==> config.mk <==
export PLATFORM = sky130hd
export DESIGN_NAME = rms_power_accumulator_unit
export DESIGN_NICKNAME = d
export VERILOG_FILES = /design/src/rtl/rpa_pkg.sv /design/src/rtl/rpa_front.sv /design/src/rtl/rpa_job_fifo.sv /design/src/rtl/rpa_back.sv /design/src/rtl/rms_power_accumulator_unit.sv
export SDC_FILE = /design/constraint.sdc
export NUM_CORES = 2
export LEC_CHECK = 0
export BUFFER_PORTS_ARGS = -buffer_cell sky130_fd_sc_hd__buf_2
export CAP_MARGIN = 0
export CORE_ASPECT_RATIO = 1.5
export CORE_MARGIN = 2
export CORE_UTILIZATION = 60
export DETAILED_ROUTE_END_ITERATION = 10
export GPL_TIMING_DRIVEN = 0
export PLACE_DENSITY = 0.86
export SYNTH_ARGS = -nofsm -noshare
export SYNTH_HDL_FRONTEND = slang
export SYNTH_SLANG_ARGS = --single-unit
==> constraint.sdc <==
create_clock -name clk -period 7.7 [get_ports clk]
set_input_delay 0 -clock clk [delete_from_list [all_inputs] [get_ports clk]]
set_output_delay 0 -clock clk [all_outputs]
set_load 0.01 [all_outputs]
==> src/rtl/rpa_pkg.sv <==
`timescale 1ns / 1ps
// ----------------------------------------------------------------------------
// rpa_pkg: shared types and constants of the RMS power accumulator
// Field widths, register codes, reset values and the job record passed
// from the sample front end to the arithmetic back end.
// ----------------------------------------------------------------------------
package rpa_pkg;

	// field and datapath widths
	localparam int SampleW = 16;
	localparam int SqW     = 31;                  // square of a 16-bit sample
	localparam int SumW    = 41;                  // sum of up to 2047 squares
	localparam int CntW    = 11;
	localparam int ScaleW  = 24;
	localparam int PowerW  = 31;
	localparam int FracW   = 16;                  // mean-square fraction bits
	localparam int QuotW   = SumW + FracW;        // 57-bit mean square
	localparam int RootW   = (QuotW + 1) / 2;     // 29-bit root
	localparam int ProdW   = RootW + ScaleW;      // 53-bit scaled root
	localparam int CfgIdxW = 2;

	// clamp of the samples-per-result register
	localparam logic [CntW-1:0] MaxSamples = CntW'(1024);

	// reset values of the configuration registers
	localparam logic [CntW-1:0]   SampleCountRst = CntW'(10);
	localparam logic [ScaleW-1:0] PowerScaleRst  = ScaleW'(13112);

	// default depth of the job queue
	localparam int JobDepth = 2;

	// configuration register indexes
	typedef enum logic [CfgIdxW-1:0] {
		CFG_SAMPLE_COUNT = 2'd0,
		CFG_POWER_SCALE  = 2'd1
	} cfg_idx_t;

	// one finished run, handed to the back end
	typedef struct packed {
		logic            fault;
		logic [SumW-1:0] sum;
		logic [CntW-1:0] n;
	} job_t;

	// fill status of the job queue, seen by the front end
	typedef struct packed {
		logic no_room;
		logic one_room;
	} q_stat_t;

endpackage

==> src/rtl/rpa_front.sv <==
`timescale 1ns / 1ps
// ----------------------------------------------------------------------------
// rpa_front: sample intake and accumulation
// Squares each accepted sample, adds it to the running sum and emits a job
// when a run completes or a converter fault aborts it.
// ----------------------------------------------------------------------------
module rpa_front (
	input  logic                                clk,
	input  logic                                arst_n,
	input  logic                                push,
	output logic                                full,
	input  logic signed [rpa_pkg::SampleW-1:0]  sample,
	input  logic                                fault,
	input  logic        [rpa_pkg::CntW-1:0]     sample_count,
	input  rpa_pkg::q_stat_t                    q_stat,
	output logic                                job_push,
	output rpa_pkg::job_t                       job
);

	logic                         vld_s1;
	logic                         fault_s1;
	logic [rpa_pkg::SqW-1:0]      sq_s1;
	logic [rpa_pkg::SumW-1:0]     sum_q;
	logic [rpa_pkg::CntW-1:0]     taken_q;

	logic signed [2*rpa_pkg::SampleW-1:0] sq_full;
	logic [rpa_pkg::SumW-1:0]     acc_sum;
	logic [rpa_pkg::CntW-1:0]     acc_taken;
	logic [rpa_pkg::CntW-1:0]     eff_n;
	logic                         run_done;

	// hold off while the queue could overflow with the item in flight
	assign full = q_stat.no_room || (q_stat.one_room && vld_s1);

	// square is never negative and at most 2^30
	assign sq_full = sample * sample;

	// effective run length
	always_comb begin
		if (sample_count == '0) begin
			eff_n = rpa_pkg::CntW'(1);
		end else if (sample_count > rpa_pkg::MaxSamples) begin
			eff_n = rpa_pkg::MaxSamples;
		end else begin
			eff_n = sample_count;
		end
	end

	// accumulate and detect end of run
	assign acc_sum   = sum_q + rpa_pkg::SumW'(sq_s1);
	assign acc_taken = taken_q + rpa_pkg::CntW'(1);
	assign run_done  = fault_s1 || (acc_taken >= eff_n);
	assign job_push  = vld_s1 && run_done;

	always_comb begin
		job.fault = fault_s1;
		job.sum   = acc_sum;
		job.n     = eff_n;
	end

	// square stage
	always_ff @(posedge clk or negedge arst_n) begin
		if (!arst_n) begin
			vld_s1 <= 1'b0;
		end else begin
			vld_s1 <= push && !full;
		end
	end

	always_ff @(posedge clk) begin
		sq_s1    <= sq_full[rpa_pkg::SqW-1:0];
		fault_s1 <= fault;
	end

	// run state
	always_ff @(posedge clk or negedge arst_n) begin
		if (!arst_n) begin
			sum_q   <= '0;
			taken_q <= '0;
		end else if (vld_s1) begin
			if (run_done) begin
				sum_q   <= '0;
				taken_q <= '0;
			end else begin
				sum_q   <= acc_sum;
				taken_q <= acc_taken;
			end
		end
	end

endmodule

==> src/rtl/rpa_job_fifo.sv <==
`timescale 1ns / 1ps
// ----------------------------------------------------------------------------
// rpa_job_fifo: job queue between front end and back end
// Small register queue of finished runs; reports how much room is left.
// ----------------------------------------------------------------------------
module rpa_job_fifo #(
	parameter int DEPTH = rpa_pkg::JobDepth
) (
	input  logic             clk,
	input  logic             arst_n,
	input  logic             wr,
	input  rpa_pkg::job_t    wr_data,
	input  logic             rd,
	output logic             rd_valid,
	output rpa_pkg::job_t    rd_data,
	output rpa_pkg::q_stat_t stat
);

	localparam int AW = (DEPTH > 1) ? $clog2(DEPTH) : 1;
	localparam int LW = $clog2(DEPTH + 1);
	localparam logic [AW-1:0] LastPtr = AW'(DEPTH - 1);
	localparam logic [LW-1:0] Full    = LW'(DEPTH);
	localparam logic [LW-1:0] OneLeft = LW'(DEPTH - 1);

	rpa_pkg::job_t   mem_q [DEPTH];
	logic [AW-1:0]   wp_q;
	logic [AW-1:0]   rp_q;
	logic [LW-1:0]   level_q;
	logic            do_rd;

	assign do_rd         = rd && rd_valid;
	assign rd_valid      = (level_q != '0);
	assign rd_data       = mem_q[rp_q];
	assign stat.no_room  = (level_q == Full);
	assign stat.one_room = (level_q == OneLeft);

	// storage
	always_ff @(posedge clk) begin
		if (wr) begin
			mem_q[wp_q] <= wr_data;
		end
	end

	// pointers and fill level
	always_ff @(posedge clk or negedge arst_n) begin
		if (!arst_n) begin
			wp_q    <= '0;
			rp_q    <= '0;
			level_q <= '0;
		end else begin
			if (wr) begin
				wp_q <= (wp_q == LastPtr) ? '0 : wp_q + AW'(1);
			end
			if (do_rd) begin
				rp_q <= (rp_q == LastPtr) ? '0 : rp_q + AW'(1);
			end
			if (wr && !do_rd) begin
				level_q <= level_q + LW'(1);
			end else if (!wr && do_rd) begin
				level_q <= level_q - LW'(1);
			end
		end
	end

	// the front end must never write into a full queue
	a_no_overflow: assert property (@(posedge clk) disable iff (!arst_n)
		wr |-> (level_q != Full || do_rd))
		else $error("job queue written while full");

endmodule

==> src/rtl/rpa_back.sv <==
`timescale 1ns / 1ps
// ----------------------------------------------------------------------------
// rpa_back: mean, root and scaling of one run
// Restoring divide of the shifted sum by the run length, digit-by-digit
// square root, one scale multiply and saturation into a result register.
// ----------------------------------------------------------------------------
module rpa_back (
	input  logic                           clk,
	input  logic                           arst_n,
	input  logic                           job_valid,
	input  rpa_pkg::job_t                  job,
	output logic                           job_pop,
	input  logic [rpa_pkg::ScaleW-1:0]     power_scale,
	output logic                           empty,
	input  logic                           pop,
	output logic [rpa_pkg::PowerW-1:0]     power_watts,
	output logic                           fault_seen
);

	localparam int QuotW = rpa_pkg::QuotW;
	localparam int RootW = rpa_pkg::RootW;
	localparam int CntW  = rpa_pkg::CntW;
	localparam int ProdW = rpa_pkg::ProdW;
	localparam int ItW   = $clog2(QuotW);
	localparam int RemW  = 2 * RootW + 2 - RootW + 1;   // root + 3 bits
	localparam int HiW   = ProdW - rpa_pkg::FracW;      // 37 bits after shift

	typedef enum logic [2:0] {
		ST_IDLE,
		ST_DIV,
		ST_SQRT,
		ST_MUL,
		ST_OUT
	} state_t;

	state_t                    state_q;
	logic [ItW-1:0]            it_q;
	logic [CntW-1:0]           n_q;
	logic [CntW-1:0]           drem_q;
	logic [QuotW-1:0]          w_q;
	logic [2*RootW-1:0]        sv_q;
	logic [RootW-1:0]          root_q;
	logic [RemW-1:0]           srem_q;
	logic [ProdW-1:0]          prod_q;
	logic                      fault_q;
	logic                      res_vld_q;
	logic [rpa_pkg::PowerW-1:0] power_q;
	logic                      fault_seen_q;

	logic [CntW:0]             div_sh;
	logic                      div_ge;
	logic [CntW-1:0]           drem_nx;
	logic [QuotW-1:0]          w_nx;
	logic [RemW-1:0]           sqrt_sh;
	logic [RemW-1:0]           trial;
	logic                      sqrt_ge;
	logic [HiW-1:0]            prod_hi;
	logic [rpa_pkg::PowerW-1:0] power_sat;

	assign job_pop     = (state_q == ST_IDLE) && job_valid;
	assign empty       = !res_vld_q;
	assign power_watts = power_q;
	assign fault_seen  = fault_seen_q;

	// one restoring divide step
	always_comb begin
		div_sh  = {drem_q, w_q[QuotW-1]};
		div_ge  = (div_sh >= {1'b0, n_q});
		drem_nx = div_ge ? CntW'(div_sh - {1'b0, n_q}) : div_sh[CntW-1:0];
		w_nx    = {w_q[QuotW-2:0], div_ge};
	end

	// one square-root digit (two radicand bits)
	always_comb begin
		sqrt_sh = {srem_q[RemW-3:0], sv_q[2*RootW-1 -: 2]};
		trial   = RemW'({root_q, 2'b01});
		sqrt_ge = (sqrt_sh >= trial);
	end

	// drop fraction bits and saturate
	always_comb begin
		prod_hi = prod_q[ProdW-1:rpa_pkg::FracW];
		if (prod_hi[HiW-1:rpa_pkg::PowerW] != '0) begin
			power_sat = '1;
		end else begin
			power_sat = prod_hi[rpa_pkg::PowerW-1:0];
		end
	end

	// sequencer and result register
	always_ff @(posedge clk or negedge arst_n) begin
		if (!arst_n) begin
			state_q      <= ST_IDLE;
			res_vld_q    <= 1'b0;
			it_q         <= '0;
			n_q          <= '0;
			drem_q       <= '0;
			w_q          <= '0;
			sv_q         <= '0;
			root_q       <= '0;
			srem_q       <= '0;
			prod_q       <= '0;
			fault_q      <= 1'b0;
			power_q      <= '0;
			fault_seen_q <= 1'b0;
		end else begin
			if (pop && res_vld_q) begin
				res_vld_q <= 1'b0;
			end
			unique case (state_q)
				ST_IDLE: begin
					if (job_valid) begin
						fault_q <= job.fault;
						n_q     <= job.n;
						drem_q  <= '0;
						w_q     <= {job.sum, {rpa_pkg::FracW{1'b0}}};
						it_q    <= ItW'(QuotW - 1);
						if (job.fault) begin
							prod_q  <= '0;
							state_q <= ST_OUT;
						end else begin
							state_q <= ST_DIV;
						end
					end
				end
				ST_DIV: begin
					drem_q <= drem_nx;
					w_q    <= w_nx;
					it_q   <= it_q - ItW'(1);
					if (it_q == '0) begin
						sv_q    <= (2*RootW)'(w_nx);
						root_q  <= '0;
						srem_q  <= '0;
						it_q    <= ItW'(RootW - 1);
						state_q <= ST_SQRT;
					end
				end
				ST_SQRT: begin
					sv_q   <= {sv_q[2*RootW-3:0], 2'b00};
					root_q <= {root_q[RootW-2:0], sqrt_ge};
					srem_q <= sqrt_ge ? (sqrt_sh - trial) : sqrt_sh;
					it_q   <= it_q - ItW'(1);
					if (it_q == '0) begin
						state_q <= ST_MUL;
					end
				end
				ST_MUL: begin
					prod_q  <= root_q * power_scale;
					state_q <= ST_OUT;
				end
				ST_OUT: begin
					if (!res_vld_q) begin
						power_q      <= power_sat;
						fault_seen_q <= fault_q;
						res_vld_q    <= 1'b1;
						state_q      <= ST_IDLE;
					end
				end
				default: begin
					state_q <= ST_IDLE;
				end
			endcase
		end
	end

	// divide remainder stays below the divisor
	a_div_rem: assert property (@(posedge clk) disable iff (!arst_n)
		(state_q == ST_DIV) |-> (drem_q < n_q))
		else $error("divide remainder out of range");

	// a fault job goes straight to the result with zero power
	a_fault_path: assert property (@(posedge clk) disable iff (!arst_n)
		(job_pop && job.fault) |=> (state_q == ST_OUT && prod_q == '0 && fault_q))
		else $error("fault job did not bypass the arithmetic");

	// a new result only comes out of the output state
	a_res_load: assert property (@(posedge clk) disable iff (!arst_n)
		$rose(res_vld_q) |-> ($past(state_q) == ST_OUT))
		else $error("result register loaded outside output state");

endmodule

==> src/rtl/rms_power_accumulator_unit.sv <==
`timescale 1ns / 1ps
// ----------------------------------------------------------------------------
// rms_power_accumulator_unit: RMS power meter over converter samples
// Sums squared samples over a programmable run, then emits the scaled
// square root of the mean square in watts (8 fraction bits).
// ----------------------------------------------------------------------------
//
//  channel   handshake            payload
//  -------   ------------------   ------------------------------------
//  input     push / full          sample[15:0] signed, fault
//  result    pop / empty          power_watts[30:0], fault_seen
//  config    cfg_valid/cfg_ready  cfg_index[1:0], cfg_data[23:0]
//
//  Front end: one sample per cycle while full is low, summed after a square stage.
//  Back end: idle, a 57-step divide, a 29-digit root, the scale multiply and the
//  output state per run; a fault transaction skips the arithmetic states.
//  full rises when the job queue has no room for the sample in flight; the
//  back end holds in its output state until the earlier result is popped.
//  Reset clears the run sum, the queue and the result register at once.
//
module rms_power_accumulator_unit #(
	parameter int JOB_DEPTH = rpa_pkg::JobDepth
) (
	input  logic                                 clk,
	input  logic                                 arst_n,
	input  logic                                 push,
	output logic                                 full,
	input  logic signed [rpa_pkg::SampleW-1:0]   sample,
	input  logic                                 fault,
	output logic                                 empty,
	input  logic                                 pop,
	output logic        [rpa_pkg::PowerW-1:0]    power_watts,
	output logic                                 fault_seen,
	input  logic                                 cfg_valid,
	output logic                                 cfg_ready,
	input  logic        [rpa_pkg::CfgIdxW-1:0]   cfg_index,
	input  logic        [rpa_pkg::ScaleW-1:0]    cfg_data
);

	logic [rpa_pkg::CntW-1:0]   sample_count_q;
	logic [rpa_pkg::ScaleW-1:0] power_scale_q;

	logic             job_push;
	rpa_pkg::job_t    job_in;
	rpa_pkg::job_t    job_out;
	logic             job_valid;
	logic             job_pop;
	rpa_pkg::q_stat_t q_stat;

	assign cfg_ready = 1'b1;

	// configuration registers
	always_ff @(posedge clk or negedge arst_n) begin
		if (!arst_n) begin
			sample_count_q <= rpa_pkg::SampleCountRst;
			power_scale_q  <= rpa_pkg::PowerScaleRst;
		end else if (cfg_valid && cfg_ready) begin
			case (cfg_index)
				rpa_pkg::CFG_SAMPLE_COUNT: sample_count_q <= cfg_data[rpa_pkg::CntW-1:0];
				rpa_pkg::CFG_POWER_SCALE:  power_scale_q  <= cfg_data;
				default: ;
			endcase
		end
	end

	// sample intake
	rpa_front u_front (
		.clk          (clk),
		.arst_n       (arst_n),
		.push         (push),
		.full         (full),
		.sample       (sample),
		.fault        (fault),
		.sample_count (sample_count_q),
		.q_stat       (q_stat),
		.job_push     (job_push),
		.job          (job_in)
	);

	// queue of finished runs
	rpa_job_fifo #(
		.DEPTH (JOB_DEPTH)
	) u_fifo (
		.clk      (clk),
		.arst_n   (arst_n),
		.wr       (job_push),
		.wr_data  (job_in),
		.rd       (job_pop),
		.rd_valid (job_valid),
		.rd_data  (job_out),
		.stat     (q_stat)
	);

	// arithmetic and result
	rpa_back u_back (
		.clk         (clk),
		.arst_n      (arst_n),
		.job_valid   (job_valid),
		.job         (job_out),
		.job_pop     (job_pop),
		.power_scale (power_scale_q),
		.empty       (empty),
		.pop         (pop),
		.power_watts (power_watts),
		.fault_seen  (fault_seen)
	);

endmodule
==> impl_metrics.toml <==
[status]
status = "finished clean"

[worst_setup_path]
crit_path_start_kind = "flop"
crit_type = "flop to flop"
worstPathCellList = "clkdlybuf4s15_1, nand2_1, fa_1, inv_1, fa_1, fa_1, fa_1, fa_1, fa_2, inv_1, fa_1, inv_1, ha_2, a21oi_1, o21ai_2, a211oi_4, buf_4, nand3b_1, nor3_4, buf_12, nor4_4, o21a_1, or3_1, a32o_1"
cpMostUsedCell = "fa_1"
endpoint_kind = "flop"
cp_slowest_cell = "clkdlybuf4s15_1"
max_stage_delay_ns = 0.69
required_ns = 8.21
arrival_ns = 8.15
worstPathMaxFanout = 10

[yosys]
ys_seq_elements = 505
synthFlopType = "dfrtp_1"
avgSynthCellArea_sq_um = 9.461
synth.distinct_cells = 85
synth_seq_area_share_pct = 23.92
synth_edf_count = 106
synthesis.area_sq_um = 54460
async_flop_share_pct = 72.87
synthCells = 5756
syn_nets = 6977
synth.area.top_cells = "fa_1, dfrtp_1, ha_1, inv_1, edfxtp_1"
yosysWarnings = 0
yosys.area.top_type_share_pct = 30.29
yosys.area.top_type = "fa_1"

[clock_network]
htree_levels = 2
cts_sinks = 505
cts_tree = "yes"
cts_root_buffer = "clkbuf_16"
path_clk_slew_ns = 0.07
cts_made_buffers = 49
clkLatencyLatePin_ns = 0.63
clock_path_buffers = 3

[route]
drt-total-wl_um = 163900
wl_met1_um = 48600
postRouteAntennaNets = 0
dr_wl_met2_um = 81130
drc = 0
vias = 42681
vias_per_cell = 5.967
wl_met3_um = 12920
drt_iter0_markers = 3289
wire_per_inst_um = 22.91
topRoutingLayerUsed = "met5"
drt-pass1-iter-count = 6

[global_route]
grt_first_pass_wirelength_um = 256200
grt-ovfl-total = 0
grt_max_degree = 127
grt_pass1_vias = 46480
grt_antenna_before_repair = 13
grt_usage_pct = 36.41

[sta]
setup_viol = 0
finalHoldViolCount = 0
timing.fmax_mhz = 130.9
fin_crit_ns = 7.637
rsz0062_at_grt = "true"
drv_slew = 0
worst_pin_slew_ns = 1.330
clock_skew_ns = 0.02857
finalCritPeriodShare_pct = 99.18
fin_ws_ns = 0.06277
maxSlewHeadroom_pct = 11.35

[die]
die_area_sq_um = 93240
initial_core_util_pct = 60.37
die_w_um = 250.0
fp-row-count = 135
chipHeight_um = 373.0
core-area_sq_um = 90200
io_pins = 83

[placement]
port_buffers = 79
place.gp.congestion = 1.081
pre_cts_ws_ns = -1.572
dp_hpwl_um = 130800
placedCellCount = 7005

[worst_hold_path]
hp-class = "input pin to async pin"

[pwr]
p_leak_nw = 29.01
p_per_area_nw_per_um2 = 314.4
ir_drop_uv = 814.6

[cells_and_area]
fill_cells = 6998
drive_gt1_share_pct = 7.091
finalNetCount = 7159
fin_cells = 7153
areaGrowthSynthToFinish_pct = 8.478

[run]
cap_violations = 0
layer usage:
layer | vias to the layer above | track usage, %
li1 | 18368 | -
met1 | 21191 | 34.70
met2 | 2169 | 62.29
met3 | 939 | 8.837
met4 | 14 | 37.28
met5 | - | 0
critical path: cells and delay by family (launching register included):
family | cells | cell delay, ns
adder cells (fa/ha/maj) | 8 | 3.86
buffers and inverters | 6 | 1.21
AO/OA/AOI/OAI | 5 | 1.07
AND/OR/NAND/NOR | 5 | 0.98
flip-flops | 1 | 0.38
where the power goes:
| part | internal [mW] | total, mW | switching [mW] |
|---|---|---|---|
| Clock | 1.34 | 2.50 | 1.16 |
| Combinational | 4.68 | 11.8 | 7.10 |
| Sequential | 3.79 | 4.29 | 0.501 |
| Total | 9.81 | 18.6 | 8.76 |
registers in the layout, summed over array words and instances (netlist names), 2 cells and up:
signal	count
u_back.state_q	3
u_back.srem_q	30
u_back.n_q	11
sample_count_q	11
u_back.prod_q	37
u_back.drem_q	11
power_scale_q	24
u_front.sum_q	41
u_front.taken_q	11
u_back.w_q	57
u_back.root_q	29
u_back.power_watts	31
u_fifo.mem_q	106
u_front.sq_s1	30
u_back.it_q	6
u_fifo.level_q	2
u_back.sv_q	58
cell families (layout without fill, tap and decap cells):
group / after synthesis / count (layout) / synth area share, %
compound gates: 786 / 786 / 9.227
xor+xnor: 157 / 157 / 2.525
fa+ha+maj: 1173 / 1173 / 38.31
buf+inv: 1373 / 1596 / 9.491
flops: 505 / 505 / 23.92
mux: 110 / 110 / 2.107
other cells: 1 / 11 / 0.006886
simple gates: 1651 / 1651 / 14.42
per-stage QoR:
| stage | setup TNS (ns) | total power [mW] | cell area [sq um] | hold WS [ns] | utilization (%) |
|---|---|---|---|---|---|
| finish | 0 | 18.57 | 59070 | 0.01227 | 65.49 |
| global route | -0.04716 | 19.87 | 59050 | 0.06708 | 65.47 |
| CTS | 0 | 18.42 | 58810 | 0.03614 | 65.20 |
| detailed placement | -21.69 | 15.86 | 56460 | -0.1617 | 62.60 |
| global placement | -274.41 | 15.31 | 56310 | 0.1049 | 62.43 |
| floorplan | 0 | 12.45 | 54460 | -0.2956 | - |
cell usage after synthesis (20+ instances only):
| library cell | n |
|---|---|
| a21o_1 | 71 |
| a21oi_1 | 142 |
| a22o_1 | 21 |
| a31o_2 | 21 |
| a31oi_1 | 68 |
| and2_1 | 391 |
| and3_1 | 20 |
| clkbuf_1 | 277 |
| dfrtp_1 | 359 |
| dfxtp_1 | 31 |
| edfxtp_1 | 106 |
| fa_1 | 824 |
| ha_1 | 349 |
| inv_1 | 1083 |
| mux2_2 | 37 |
| mux2i_1 | 73 |
| nand2_1 | 789 |
| nand2b_1 | 33 |
| nand3_1 | 76 |
| nand4_1 | 24 |
| nor2_1 | 179 |
| nor2b_1 | 39 |
| nor3_1 | 26 |
| o21ai_0 | 255 |
| o22a_1 | 32 |
| o22ai_1 | 33 |
| xnor2_1 | 106 |
| xor2_1 | 51 |
cell type report:
type / instances / area, sq um / share of cell area, %
Multi-Input combinational cell: 3878 / 36430 / 61.67
Tap cell: 1164 / 1456 / 2.465
Clock inverter: 34 / 315.3 / 0.5337
Clock buffer: 58 / 1311 / 2.220
Timing Repair Buffer: 136 / 1041 / 1.762
Antenna cell: 10 / 25.02 / 0.04236
Inverter: 1085 / 4073 / 6.894
Sequential cell: 505 / 13050 / 22.09
Buffer: 283 / 1371 / 2.321
placed cells by master (no fill, tap or decap), types with 76 or more instances in the layout:
| cell | n |
|---|---|
| edfxtp_1 | 106 |
| clkbuf_1 | 176 |
| a21oi_1 | 142 |
| buf_2 | 87 |
| nand2_1 | 788 |
| nor2_1 | 175 |
| ha_1 | 345 |
| nand3_1 | 76 |
| o21ai_0 | 249 |
| fa_1 | 823 |
| xnor2_1 | 106 |
| and2_1 | 391 |
| inv_1 | 1083 |
| dfrtp_1 | 339 |
what timing repair did:
action,in CTS,in global routing
resized for setup,153,104
endpoints found under the hold margin,161,0
buffers inserted,10,6
hold buffers,33,0
pin swaps,4,3
endpoints found under the setup margin,28,25
worst paths after layout:
| check | start | end | slack (ns) | depth (start not counted) |
|---|---|---|---|---|
| min reg2reg | u_back.prod_q[32]$_DFFE_PN0P_ | u_back.prod_q[32]$_DFFE_PN0P_ | 0.49 | 2 |
| min in group clk | cfg_index[0] | sample_count_q[0]$_DFFE_PN0P_ | 0.04 | 4 |
| min | arst_n | u_back.power_watts[9]$_DFFE_PN0P_ | 0.01 | 3 |
| max | power_scale_q[17]$_DFFE_PN0P_ | u_back.prod_q[40]$_DFFE_PN0P_ | 0.06 | 24 |
| max reg2reg | power_scale_q[17]$_DFFE_PN0P_ | u_back.prod_q[40]$_DFFE_PN0P_ | 0.06 | 24 |
| max in group asynchronous | arst_n | u_back.power_watts[18]$_DFFE_PN0P_ | 6.52 | 4 |
Note: power is estimated with default switching activity, not from simulation.
